`src/hdl/three_shunt_current_reconstruct_defines.svh`:
```
// Assertion macros used by the current reconstruction RTL
`ifndef THREE_SHUNT_CURRENT_RECONSTRUCT_DEFINES_SVH
`define THREE_SHUNT_CURRENT_RECONSTRUCT_DEFINES_SVH

`ifndef NO_ASSERTIONS

// plain property, sampled on clk_i, off while in reset
`define TSCR_ASSERT(lbl, prop, msg) \
  lbl: assert property (@(posedge clk_i) disable iff (!rst_ni) (prop)) else $error(msg);

// implication, sampled on clk_i, off while in reset
`define TSCR_ASSERT_IMP(lbl, ante, cons, msg) \
  lbl: assert property (@(posedge clk_i) disable iff (!rst_ni) (ante) |-> (cons)) \
    else $error(msg);

`else

`define TSCR_ASSERT(lbl, prop, msg)
`define TSCR_ASSERT_IMP(lbl, ante, cons, msg)

`endif

`endif

```
`src/hdl/tscr_pkg.sv`:
```
// Types, constants and saturation helpers for the current reconstruction block
package tscr_pkg;

  localparam int unsigned NUM_PHASES = 3;

  typedef logic signed [15:0] cur_t;   // scaled phase current
  typedef logic signed [16:0] corr_t;  // recentred minus offset
  typedef logic signed [17:0] wide_t;  // headroom before saturation

  typedef enum logic [1:0] {
    PAIR_UV   = 2'd0,
    PAIR_UW   = 2'd1,
    PAIR_VW   = 2'd2,
    PAIR_NONE = 2'd3
  } pair_e;

  typedef enum logic [7:0] {
    CFG_OFFSET_U = 8'd0,
    CFG_OFFSET_V = 8'd1,
    CFG_OFFSET_W = 8'd2,
    CFG_GAIN     = 8'd3
  } cfg_idx_e;

  typedef struct packed {
    logic  valid;
    logic  cal;
    pair_e pair;
  } ctl_t;

  localparam logic [15:0] GAIN_RESET   = 16'd32768;
  localparam logic [16:0] MIDSCALE     = 17'd32768;
  localparam int unsigned GAIN_SHIFT   = 15;
  localparam wide_t       SAT_HI       = 18'sd32767;
  localparam wide_t       SAT_LO       = -18'sd32767;
  localparam cur_t        CUR_NEG_FULL = 16'sh8000;

  function automatic cur_t sat_wide(input wide_t x);
    cur_t r;
    if (x > SAT_HI) begin
      r = cur_t'(SAT_HI);
    end else if (x < SAT_LO) begin
      r = cur_t'(SAT_LO);
    end else begin
      r = x[15:0];
    end
    return r;
  endfunction

  // saturated negative of the sum of two currents
  function automatic cur_t neg_sum(input cur_t a, input cur_t b);
    wide_t s;
    s = -wide_t'(a) - wide_t'(b);
    return sat_wide(s);
  endfunction

endpackage

```
`src/hdl/tscr_merge.sv`:
```
// Merge stage: third-phase reconstruction, mode select and output register
`include "three_shunt_current_reconstruct_defines.svh"

module tscr_merge (
  input  logic            clk_i,
  input  logic            rst_ni,
  input  logic            en_i,
  input  tscr_pkg::ctl_t  ctl_i,
  input  tscr_pkg::cur_t  scaled_i [3],
  input  tscr_pkg::corr_t corr_i [3],
  output logic            valid_o,
  output tscr_pkg::cur_t  cur_o [3],
  output tscr_pkg::corr_t cor_o [3]
);
  import tscr_pkg::*;

  ctl_t  ctl_q;
  cur_t  cur_d [NUM_PHASES];
  cur_t  cur_q [NUM_PHASES];
  corr_t cor_d [NUM_PHASES];
  corr_t cor_q [NUM_PHASES];

  always_comb begin
    for (int i = 0; i < NUM_PHASES; i++) begin
      cur_d[i] = '0;
      cor_d[i] = '0;
    end
    if (ctl_i.cal) begin
      for (int i = 0; i < NUM_PHASES; i++) begin
        cur_d[i] = scaled_i[i];
        cor_d[i] = corr_i[i];
      end
    end else begin
      unique case (ctl_i.pair)
        PAIR_UV: begin
          cur_d[0] = scaled_i[0];
          cur_d[1] = scaled_i[1];
          cur_d[2] = neg_sum(scaled_i[0], scaled_i[1]);
        end
        PAIR_UW: begin
          cur_d[0] = scaled_i[0];
          cur_d[2] = scaled_i[2];
          cur_d[1] = neg_sum(scaled_i[0], scaled_i[2]);
        end
        PAIR_VW: begin
          cur_d[1] = scaled_i[1];
          cur_d[2] = scaled_i[2];
          cur_d[0] = neg_sum(scaled_i[1], scaled_i[2]);
        end
        default: ;  // unused selector: all zero
      endcase
      for (int i = 0; i < NUM_PHASES; i++) begin
        cor_d[i] = corr_t'(cur_d[i]);
      end
    end
  end

  always_ff @(posedge clk_i or negedge rst_ni) begin
    if (!rst_ni) begin
      ctl_q <= '0;
    end else if (en_i) begin
      ctl_q <= ctl_i;
    end
  end

  always_ff @(posedge clk_i) begin
    if (en_i) begin
      for (int i = 0; i < NUM_PHASES; i++) begin
        cur_q[i] <= cur_d[i];
        cor_q[i] <= cor_d[i];
      end
    end
  end

  assign valid_o = ctl_q.valid;
  always_comb begin
    for (int i = 0; i < NUM_PHASES; i++) begin
      cur_o[i] = cur_q[i];
      cor_o[i] = cor_q[i];
    end
  end

  `TSCR_ASSERT_IMP(a_cur_sat, ctl_q.valid,
    cur_q[0] != CUR_NEG_FULL && cur_q[1] != CUR_NEG_FULL && cur_q[2] != CUR_NEG_FULL,
    "current left saturation range")
  `TSCR_ASSERT_IMP(a_cor_repeat, ctl_q.valid && !ctl_q.cal,
    cor_q[0] == corr_t'(cur_q[0]) && cor_q[1] == corr_t'(cur_q[1])
    && cor_q[2] == corr_t'(cur_q[2]),
    "corrected output differs from current in normal mode")
  `TSCR_ASSERT_IMP(a_unused_pair, ctl_q.valid && !ctl_q.cal && ctl_q.pair == PAIR_NONE,
    cur_q[0] == '0 && cur_q[1] == '0 && cur_q[2] == '0,
    "unused pair selector gave non-zero current")

endmodule

```
`config.mk`:
```
export PLATFORM = sky130hd
export DESIGN_NAME = tscr_merge
export DESIGN_NICKNAME = d
export VERILOG_FILES = /design/src/hdl/tscr_pkg.sv /design/src/hdl/tscr_merge.sv
export VERILOG_INCLUDE_DIRS = /design/src /design/src/hdl
export SDC_FILE = /design/constraint.sdc
export NUM_CORES = 1
export LEC_CHECK = 0
export BUFFER_PORTS_ARGS = -buffer_cell sky130_fd_sc_hd__buf_2
export CAP_MARGIN = 15
export CORE_ASPECT_RATIO = 1.2
export CORE_UTILIZATION = 24
export DETAILED_ROUTE_END_ITERATION = 6
export HOLD_SLACK_MARGIN = 0.06
export PLACE_DENSITY = 0.5
export SYNTH_ARGS = -nofsm -noshare
export SYNTH_HDL_FRONTEND = slang
export SYNTH_SLANG_ARGS = --single-unit
export TNS_END_PERCENT = 50
```
`constraint.sdc`:
```
create_clock -name clk_i -period 1.8 [get_ports clk_i]
set_input_delay 0.09 -clock clk_i [delete_from_list [all_inputs] [get_ports clk_i]]
set_output_delay 0.09 -clock clk_i [all_outputs]
set_load 0.02 [all_outputs]
```
==> results of run 1 <==
==> area by class of cell <==
class	count	area (um^2)	share of cell area
multi-input cells	726	6750	0.436
clock inverters	7	81.3	0.00525
diodes	1	2.50	0.000162
flip-flops and latches	100	3000	0.194
well taps	462	578	0.0373
clock buffers	9	225	0.0146
repair buffers	623	4590	0.297
inverters	66	250	0.0162
==> sequential cells by signal, summed over array words and instances, names as in the netlist <==
register,count
cor_q,51
cur_q,48
valid_o,1
==> routing by layer <==
layer,GRT usage,part of all wire
met5,0,0
met4,0.0993,0.043
met1,0.262,0.42
met2,0.374,0.50
met3,0.0258,0.039
==> power groups by stage <==
stage          registers [mW]  logic [mW]  clock network (mW)
6_report                 2.96        5.74                2.11
5_1_grt                  2.98        6.11                2.23
4_1_cts                  2.97        5.27                2.18
3_5_place_dp             3.01        4.49                   0
3_3_place_gp             3.02        4.48                   0
2_1_floorplan            3.35        1.89                   0
==> worst min-delay path, delay by kind of cell <==
family,cells,cell delay [ns]
AOI/OAI and AO/OA,1,0.09
buffers and inverters,1,0.11
and+or+nand+nor,1,0.05
==> kinds of logic (layout without fill, tap and decap cells) <==
| family | Yosys count | after routing | synth area share |
|---|---|---|---|
| mux | 5 | 5 | 0.00606 |
| xor+xnor | 41 | 41 | 0.0423 |
| compound gates | 363 | 364 | 0.303 |
| buf+inv | 115 | 705 | 0.0524 |
| fa+ha+maj | 70 | 70 | 0.104 |
| other cells | 0 | 1 | 0 |
| flops | 100 | 100 | 0.346 |
| simple gates | 246 | 246 | 0.148 |
==> worst paths after layout <==
kind / start / endpoint / slack [ns] / depth (start not counted)
max in group asynchronous: rst_ni / valid_o / 1.17 / 3
max: scaled_i[34] / cur_q[0][27] / -1.96 / 18
min in group asynchronous: rst_ni / valid_o / 0.53 / 3
min reg2reg: valid_o / valid_o / 0.50 / 1
min: corr_i[8] / cor_q[0][42] / 0.08 / 3
max reg2reg: valid_o / valid_o / 1.07 / 1
==> timing repair <==
item,in CTS,in global routing
pin swaps,76,75
buffers inserted,33,14
resized for setup,200,132
hold buffers,47,0
cloned,3,0
endpoints found under the hold margin,45,0
setup endpoints to repair,99,99
==> placed cells by master (no fill, tap or decap), types with 12 or more instances in the layout <==
master,netlist,layout
a21o_1,23,22
a21oi_1,85,53
a21oi_2,1,27
a221o_1,16,16
a221oi_2,2,12
a2bb2oi_1,23,15
buf_2,6,198
buf_4,0,325
buf_6,2,39
dlygate4sd3_1,0,47
edfxtp_1,99,99
ha_1,67,46
ha_4,0,19
inv_1,65,53
inv_2,1,12
nand2_1,71,65
nand3_1,15,13
nor2_1,40,38
nor2b_1,20,18
nor3_1,19,16
o211ai_1,16,16
o21ai_0,40,17
o21ai_1,1,19
xnor2_1,22,12
xor2_1,18,17
==> stage by stage <==
step                hold WS [ns]  instances
detailed placement        -0.135       1889
finish                    0.0763       1994
CTS                       0.0608       1982
global placement          -0.136       1889
global route              0.0745       1994
floorplan                 -0.206        940
==> impl_results.md, run 1 <==
* Post-synthesis sequential area ratio at 0.346
* Die area at 36,900 um^2
* Synth top area cells: edfxtp_1 34%, ha_1 9.7%, a21oi_1 4.9%
* Yosys reg bits at 100
* Vias in the first global route at 10,200
* Port bufs at around 200
* Final Hold Vio Count at 0
* CP Data Required Time at 1.94 ns
* CP max-delay cell: or4_4
* Combinational group share of total power at 0.531
* Crit Path Class: input pin to register
* RePlAce Congestion at 0.983
* Relative slew slack at 0.509
* Die Span X at 176 um
* Period utilization at 2.09
* DR WL/cell at 20.1 um
* Post-synth top area share at 0.343
* Maximum clock insertion buffer count at 2
* RSZ-0062 raised after global routing: true
* Fin util at 0.439
* Post-route ant nets at 0
* Row cnt at 75
* Via density at 5.07
* Top-count cell post-synth: edfxtp_1
* Syn_nets at ~1,100
* Area grow syn2layout at 78.5%
* MaxCap Viol Count at 0
* Worst setup margin at -1.96 ns
* Clock Latency Late Sink at roughly 0.38 ns
* Design Area, Final at 15,500 um^2
* Worst path cell trace: buf_6 -> or4_4 -> nor4_4 -> buf_4 -> nand3b_1 -> xor2_2 -> ha_4 -> and2_4 -> buf_6 -> nand4_1 -> nand3_1 -> o32ai_2 -> xnor2_2 -> buf_6 -> a21bo_4 -> a221oi_2 -> buf_4 -> a21oi_2
* Yosys warnings at 0
* Skew final at 0 ns
* Final net count at 1,702
* CTS tree: done
* Cell Area, Placed at roughly 13,000 um^2
* Post-synth EDFFs at 99
* Initial antenna violation count at 1
* Final HPWL DP at 31,700 um
* Vias at between 10,000 and 15,000
* Core area at 35,300 um^2
* Drt total wl at between 40,000 and 50,000 um
* Mapped Cells at 940
* Endpoints failing setup at 99
* Buffer and inverter count on the worst path at 5
* Switching share of power at 0.382
* Maximum clock rate at 0.266 GHz
* Leak at between 6 and 7 nW
* Gr ovfl total at 0
* Post-layout min period at 3.76 ns
* First-pass GRT wire length at 59,300 um
* NetSw at 4.13 mW
* Fillers at 3,474
* Critical path's most frequent cell: buf_6
* Crit-path max cell delay at 0.58 ns
* Fraction of layout cells with a size suffix above 1 at 0.532
* VDD IR-drop max at 0.569 mV
* I/O pins at 206
* Pre-antenna DRT Iters at 5
* Synth top cells by count: 99 x edfxtp_1, 85 x a21oi_1, 71 x nand2_1, 67 x ha_1, 65 x inv_1
* Avg Inst Size Synth at 9.23 um^2
* CP top delay family: simple AND/OR/NAND/NOR gates
* Outcome: complete, but fails checks
* Pre-CTS WS at -2.82 ns
* Flop pwr share at 0.274
* Failing checks: negative setup slack
* Htree depth at 3
* Starting Density at 0.246
* PD cells at 699 nW/um^2
* Critical path peak fanout at 7
* Top FF cell, synth: edfxtp_1
* Clock root cell: clkbuf_16
* Power Total at ~11 mW
* Synthesized area at 8670 um^2
* Reg clk slew, reported paths at 0.07 ns
* Max Slew Vio Count at 0
* GRT Total Usage at 0.214
* WP data arrival at 3.90 ns
* Die Y at between 200 and 250 um
* CTS Sinks at 100
* Clock share of power at 0.196
* Iteration-0 DRC count of the detailed router at 629
* Crit. End Element: register
* CTS Buf Count at 9
* Worst hold path class: input pin to register
* Post-route DRC at 0
* Largest area contributor in the netlist: edfxtp_1
* Post-synth ARST share at 0.0100
* Largest net degree at the start of global routing at 64
* Int Pwr at between 6 and 7 mW
* Setup tns final at -154.40 ns
* Measured slew at the worst slew-check pin at between 0.7 and 0.8 ns
* Number of distinct library cells after synthesis at between 80 and 90
* Worst setup SP type: input pin
Note: power is estimated with default switching activity, not from simulation.
==> run 2: changes to the inputs <==
--- a/config.mk
+++ b/config.mk
@@ -9,10 +9,10 @@
 export BUFFER_PORTS_ARGS = -buffer_cell sky130_fd_sc_hd__buf_2
 export CAP_MARGIN = 15
 export CORE_ASPECT_RATIO = 1.2
-export CORE_UTILIZATION = 24
+export CORE_UTILIZATION = 40
 export DETAILED_ROUTE_END_ITERATION = 6
 export HOLD_SLACK_MARGIN = 0.06
-export PLACE_DENSITY = 0.5
+export PLACE_DENSITY = 0.7
 export SYNTH_ARGS = -nofsm -noshare
 export SYNTH_HDL_FRONTEND = slang
 export SYNTH_SLANG_ARGS = --single-unit
==> impl_results.md, run 2 (synthesized netlist as in run 1, its figures left out) <==
* Cell Area, Placed at about 12,000 um^2
* Area grow syn2layout at 70.4%
* Final Hold Vio Count at 0
* Crit. End Element: register
* Final HPWL DP at about 28,000 um
* DRT met1 WL at 14,900 um
* Maximum clock insertion buffer count at 2
* Post-layout min period at 3.69 ns
* Starting Density at 0.411
* Switching share of power at 0.385
* Period utilization at 2.05
* Relative slew slack at 0.612
* Gr ovfl total at 0
* WP data arrival at 3.81 ns
* Clock Latency Late Sink at 0.37 ns
* Met3 WL at approximately 2200 um
* Htree depth at 3
* Max FFs per register at 51
* Leak at 6.52 nW
* Max Slew Vio Count at 0
* Drt total wl at 37,200 um
* Port bufs at just over 200
* Commonest non-fill, non-tap cells in the layout: 325 x buf_4, 198 x buf_2, 99 x edfxtp_1
* CP Data Required Time at 1.92 ns
* Reg with most FFs: cor_q
* Crit Path Class: input pin to register
* Pre-antenna DRT Iters at 6
* Vias at between 10,000 and 15,000
* Combinational group share of total power at 0.535
* Initial antenna violation count at 0
* CTS Sinks at 100
* Critical path peak fanout at 6
* Row cnt at 58
* Ant diodes at 0
* Largest net degree at the start of global routing at 36
* DR WL/cell at around 21 um
* Most common cell after layout, fill and taps aside: buf_4
* RSZ-0062 raised after global routing: true
* Flop pwr share at 0.280
* Uppermost layer routed: met4
* Post-route ant nets at 0
* Outcome: complete, but fails checks
* NetSw at 4.04 mW
* Die Y at 163 um
* Vias in the first global route at 10,300
* Via density at 5.88
* Clock root cell: clkbuf_16
* GRT Total Usage at 0.325
* Worst hold path class: input pin to register
* Maximum clock rate at 0.271 GHz
* Iteration-0 DRC count of the detailed router at 885
* Failing checks: negative setup slack
* Fraction of layout cells with a size suffix above 1 at 0.526
* Clock share of power at 0.184
* Design Area, Final at 14,800 um^2
* Die Span X at 136 um
* CTS tree: done
* Worst setup SP type: input pin
* MaxCap Viol Count at 0
* Measured slew at the worst slew-check pin at 0.578 ns
* Post-route DRC at 0
* Endpoints failing setup at 99
* VDD IR-drop max at about 0.51 mV
* First-pass GRT wire length at 54,800 um
* PD cells at ~700 nW/um^2
* RePlAce Congestion at 0.981
* I/O pins at roughly 200
* Final net count at 1,675
* Reg clk slew, reported paths at 0.08 ns
* Setup tns final at -156.85 ns
* CTS Buf Count at 9
* Core area at between 20,000 and 25,000 um^2
* Die area at 22,300 um^2
* Skew final at 0 ns
* Int Pwr at 6.47 mW
* Worst setup margin at -1.89 ns
* Metal2 WL at 18,200 um
run 2: cell types whose count changed in the layout (fill, tap and decap cells not counted), moves of 4 or more:
cell and change:
xnor2_1 +4, nor2_2 +5, buf_6 -7, a221oi_1 -4, inv_2 -8, dlygate4sd3_1 -18
o2111ai_4 -4, inv_1 +9, nor2_1 -4, ha_1 +4, o21ai_1 -5, ha_4 -4
run 2: area by class of cell:
type                            instances  area [um^2]
Fill cell                            1550         6340
Multi-Input combinational cell        726         6600
Tap cell                              270          338
Sequential cell                       100         3000
Clock inverter                          7         60.1
Timing Repair Buffer                  596         4310
Clock buffer                            9          225
Inverter                               66          248
run 2: repair_timing:
item / 4_1_cts / 5_1_grt
hold buffers: 27 / 2
resized for setup: 212 / 82
pin swaps: 89 / 25
buffers inserted: 31 / 7
endpoints found under the hold margin: 26 / 2
endpoints found under the setup margin: 99 / 99
cloned: 2 / 1
run 2: layer usage:
layer	vias to the layer above	track usage
li1	4797	-
met1	5000	0.397
met2	500	0.557
met3	132	0.0419
met4	0	0.158
met5	-	0
run 2: path summary, 6_finish.rpt:
check / startpoint / to / cells past startpoint / slack [ns]
worst max-delay path: scaled_i[33] / cor_q[0][43] / 20 / -1.89
worst min-delay path: corr_i[25] / cor_q[0][25] / 2 / 0.04
worst max register to register: valid_o / valid_o / 1 / 1.06
worst min register to register: valid_o / valid_o / 1 / 0.52
max in group asynchronous: rst_ni / valid_o / 3 / 1.16
min in group asynchronous: rst_ni / valid_o / 3 / 0.54
run 2: through the flow:
stage / hold slack, ns / util / setup slack (ns) / power [mW] / cells
global route: 0.0604 / 0.700 / -2.00 / 10.9 / 1774
floorplan: -0.206 / - / -2.18 / 5.24 / 940
detailed placement: -0.133 / 0.589 / -2.58 / 7.45 / 1693
CTS: 0.0604 / 0.673 / -1.77 / 10.1 / 1765
global placement: -0.135 / 0.589 / -2.46 / 7.39 / 1693
finish: 0.0351 / 0.700 / -1.89 / 10.5 / 1774
run 2: power groups by stage:
stage	registers (mW)	logic (mW)	clock network (mW)
2_1_floorplan	3.35	1.89	0
3_3_place_gp	3.00	4.39	0
3_5_place_dp	3.00	4.45	0
4_1_cts	2.95	5.18	1.94
5_1_grt	2.97	5.94	2.01
6_report	2.95	5.62	1.94
run 2: critical path: stages:
cell and delay, ns:
buf_8 0.10, or4_4 0.59, nor4_4 0.27, buf_4 0.19, nand3b_1 0.12, xor2_2 0.22, buf_4 0.16, ha_4 0.15
a21o_1 0.19, a31oi_1 0.17, buf_4 0.17, buf_6 0.09, nand2_2 0.04, a311oi_2 0.27, a21o_1 0.22, a211oi_4 0.09
buf_6 0.13, buf_8 0.13, a221oi_4 0.30, o22ai_2 0.12
==> run 3: changes to the inputs <==
--- a/config.mk
+++ b/config.mk
@@ -7,12 +7,13 @@
 export NUM_CORES = 1
 export LEC_CHECK = 0
 export BUFFER_PORTS_ARGS = -buffer_cell sky130_fd_sc_hd__buf_2
-export CAP_MARGIN = 15
+export CAP_MARGIN = 25
 export CORE_ASPECT_RATIO = 1.2
 export CORE_UTILIZATION = 40
 export DETAILED_ROUTE_END_ITERATION = 6
 export HOLD_SLACK_MARGIN = 0.06
 export PLACE_DENSITY = 0.7
+export SKIP_CTS_REPAIR_TIMING = 1
 export SYNTH_ARGS = -nofsm -noshare
 export SYNTH_HDL_FRONTEND = slang
 export SYNTH_SLANG_ARGS = --single-unit
==> impl_results.md, run 3 (synthesized netlist as in run 1, its figures left out) <==
* Outcome: complete, but fails checks
* Failing checks: negative setup slack
* First-pass GRT wire length at 50,700 um
* Clock Latency Late Sink at 0.37 ns
* CTS Sinks at 100
* Pre-CTS WS at -2.58 ns
* CP max-delay cell: or4_4
* Crit-path max cell delay at 0.59 ns
* DR WL/cell at 21.0 um
* Clock root cell: clkbuf_16
* CTS tree: done
* Worst setup margin at -1.93 ns
* MaxCap Viol Count at 0
* Crit. End Element: register
* Maximum clock rate at 0.268 GHz
* Starting Density at 0.411
* Setup tns final at -161.89 ns
* Commonest non-fill, non-tap cells in the layout: 323 x buf_4, 200 x buf_2, 99 x edfxtp_1
* WP data arrival at 3.84 ns
* PD cells at just over 700 nW/um^2
* Htree depth at 3
* Reg with most FFs: cor_q
* Metal2 WL at 18,000 um
* Met3 WL at 2540 um
* Final HPWL DP at 27,700 um
* Final net count at 1,665
* Placed cell count at 1,693
* Post-route ant nets at 0
* CP top delay family: simple AND/OR/NAND/NOR gates
* Fin util at 0.697
* Row cnt at between 50 and 60
* Die Span X at 136 um
* DRT met1 WL at 14,600 um
* Post-route DRC at 0
* VDD IR-drop max at 0.494 mV
* Fraction of layout cells with a size suffix above 1 at 0.527
* Measured slew at the worst slew-check pin at 0.594 ns
* Power Total at 10.5 mW
* Worst path cell trace: buf_6 -> or4_4 -> buf_6 -> o31a_1 -> nor2_2 -> ha_4 -> a211o_1 -> nand3b_1 -> o211ai_4 -> xor2_1 -> or4_1 -> or4_4 -> o21ai_4 -> buf_6 -> o311ai_2
* Hold_ws at 0.0391 ns
* Maximum clock insertion buffer count at 2
* Vias at 10,500
* Max FFs per register at 51
* Period utilization at 2.07
* Ant diodes at 0
* CP Data Required Time at 1.91 ns
* Final Hold Vio Count at 0
* Worst setup SP type: input pin
* Worst hold path class: input pin to register
* Crit Path Class: input pin to register
* Fillers at 1,522
* Core area at 21,100 um^2
* Design Area, Final at 14,700 um^2
* Die area at ~22,000 um^2
* Reg clk slew, reported paths at 0.08 ns
* Skew final at 0 ns
* Most common cell after layout, fill and taps aside: buf_4
* Drt total wl at approximately 37,000 um
* Max Slew Vio Count at 0
* Area grow syn2layout at 69.6%
* Uppermost layer routed: met4
* Via density at around 6.0
* Vias in the first global route at roughly 9,600
* Post-layout min period at 3.73 ns
* Die Y at 163 um
* Cell Area, Placed at between 10,000 and 15,000 um^2
* Leak at 6.50 nW
* RePlAce Congestion at 0.981
* RSZ-0062 raised after global routing: true
* I/O pins at 206
* Endpoints failing setup at 99
* GRT Total Usage at 0.301
* Port bufs at 205
* Pre-antenna DRT Iters at 5
* Critical path peak fanout at 6
* Critical path's most frequent cell: buf_6
* Iteration-0 DRC count of the detailed router at 972
* Relative slew slack at 0.601
* CTS Buf Count at 9
* Initial antenna violation count at 0
* Largest net degree at the start of global routing at 36
* Buffer and inverter count on the worst path at 3
* Final cell count without fillers at 1,764
* Gr ovfl total at 0
## run 3: cell types whose count changed in the layout (fill, tap and decap cells not counted), sizes merged
cell and change:
buf +3, clkbuf -1, dlygate4sd3 -12
## run 3: path summary, 6_finish.rpt
check,from,endpoint,slack [ns],cells past startpoint
setup / recovery,scaled_i[39],cur_q[0][40],-1.93,15
hold / removal,corr_i[19],cor_q[0][19],0.04,2
setup reg to reg,valid_o,valid_o,1.04,1
hold reg to reg,valid_o,valid_o,0.54,1
max in group asynchronous,rst_ni,valid_o,1.16,3
min in group asynchronous,rst_ni,valid_o,0.53,3
## run 3: per-layer routing
metal  vias up  track usage
met5         -            0
met4         0        0.125
met3       149       0.0351
met2       587        0.506
met1      5029        0.387
li1       4782            -
## run 3: power breakdown
part           internal [mW]  switching (mW)  leakage (nW)
clock network          0.958           0.986         0.130
logic                   2.60            3.03          5.39
registers               2.88          0.0665         0.979
## run 3: cell type report
type	count	area [um^2]	area share
inverter	66	248	0.0168
clock buffer	9	225	0.0153
timing repair buffer	586	4180	0.284
clock inverter	7	60.1	0.00408
multi-input combinational	726	6660	0.453
tap	270	338	0.0230
sequential	100	3000	0.204
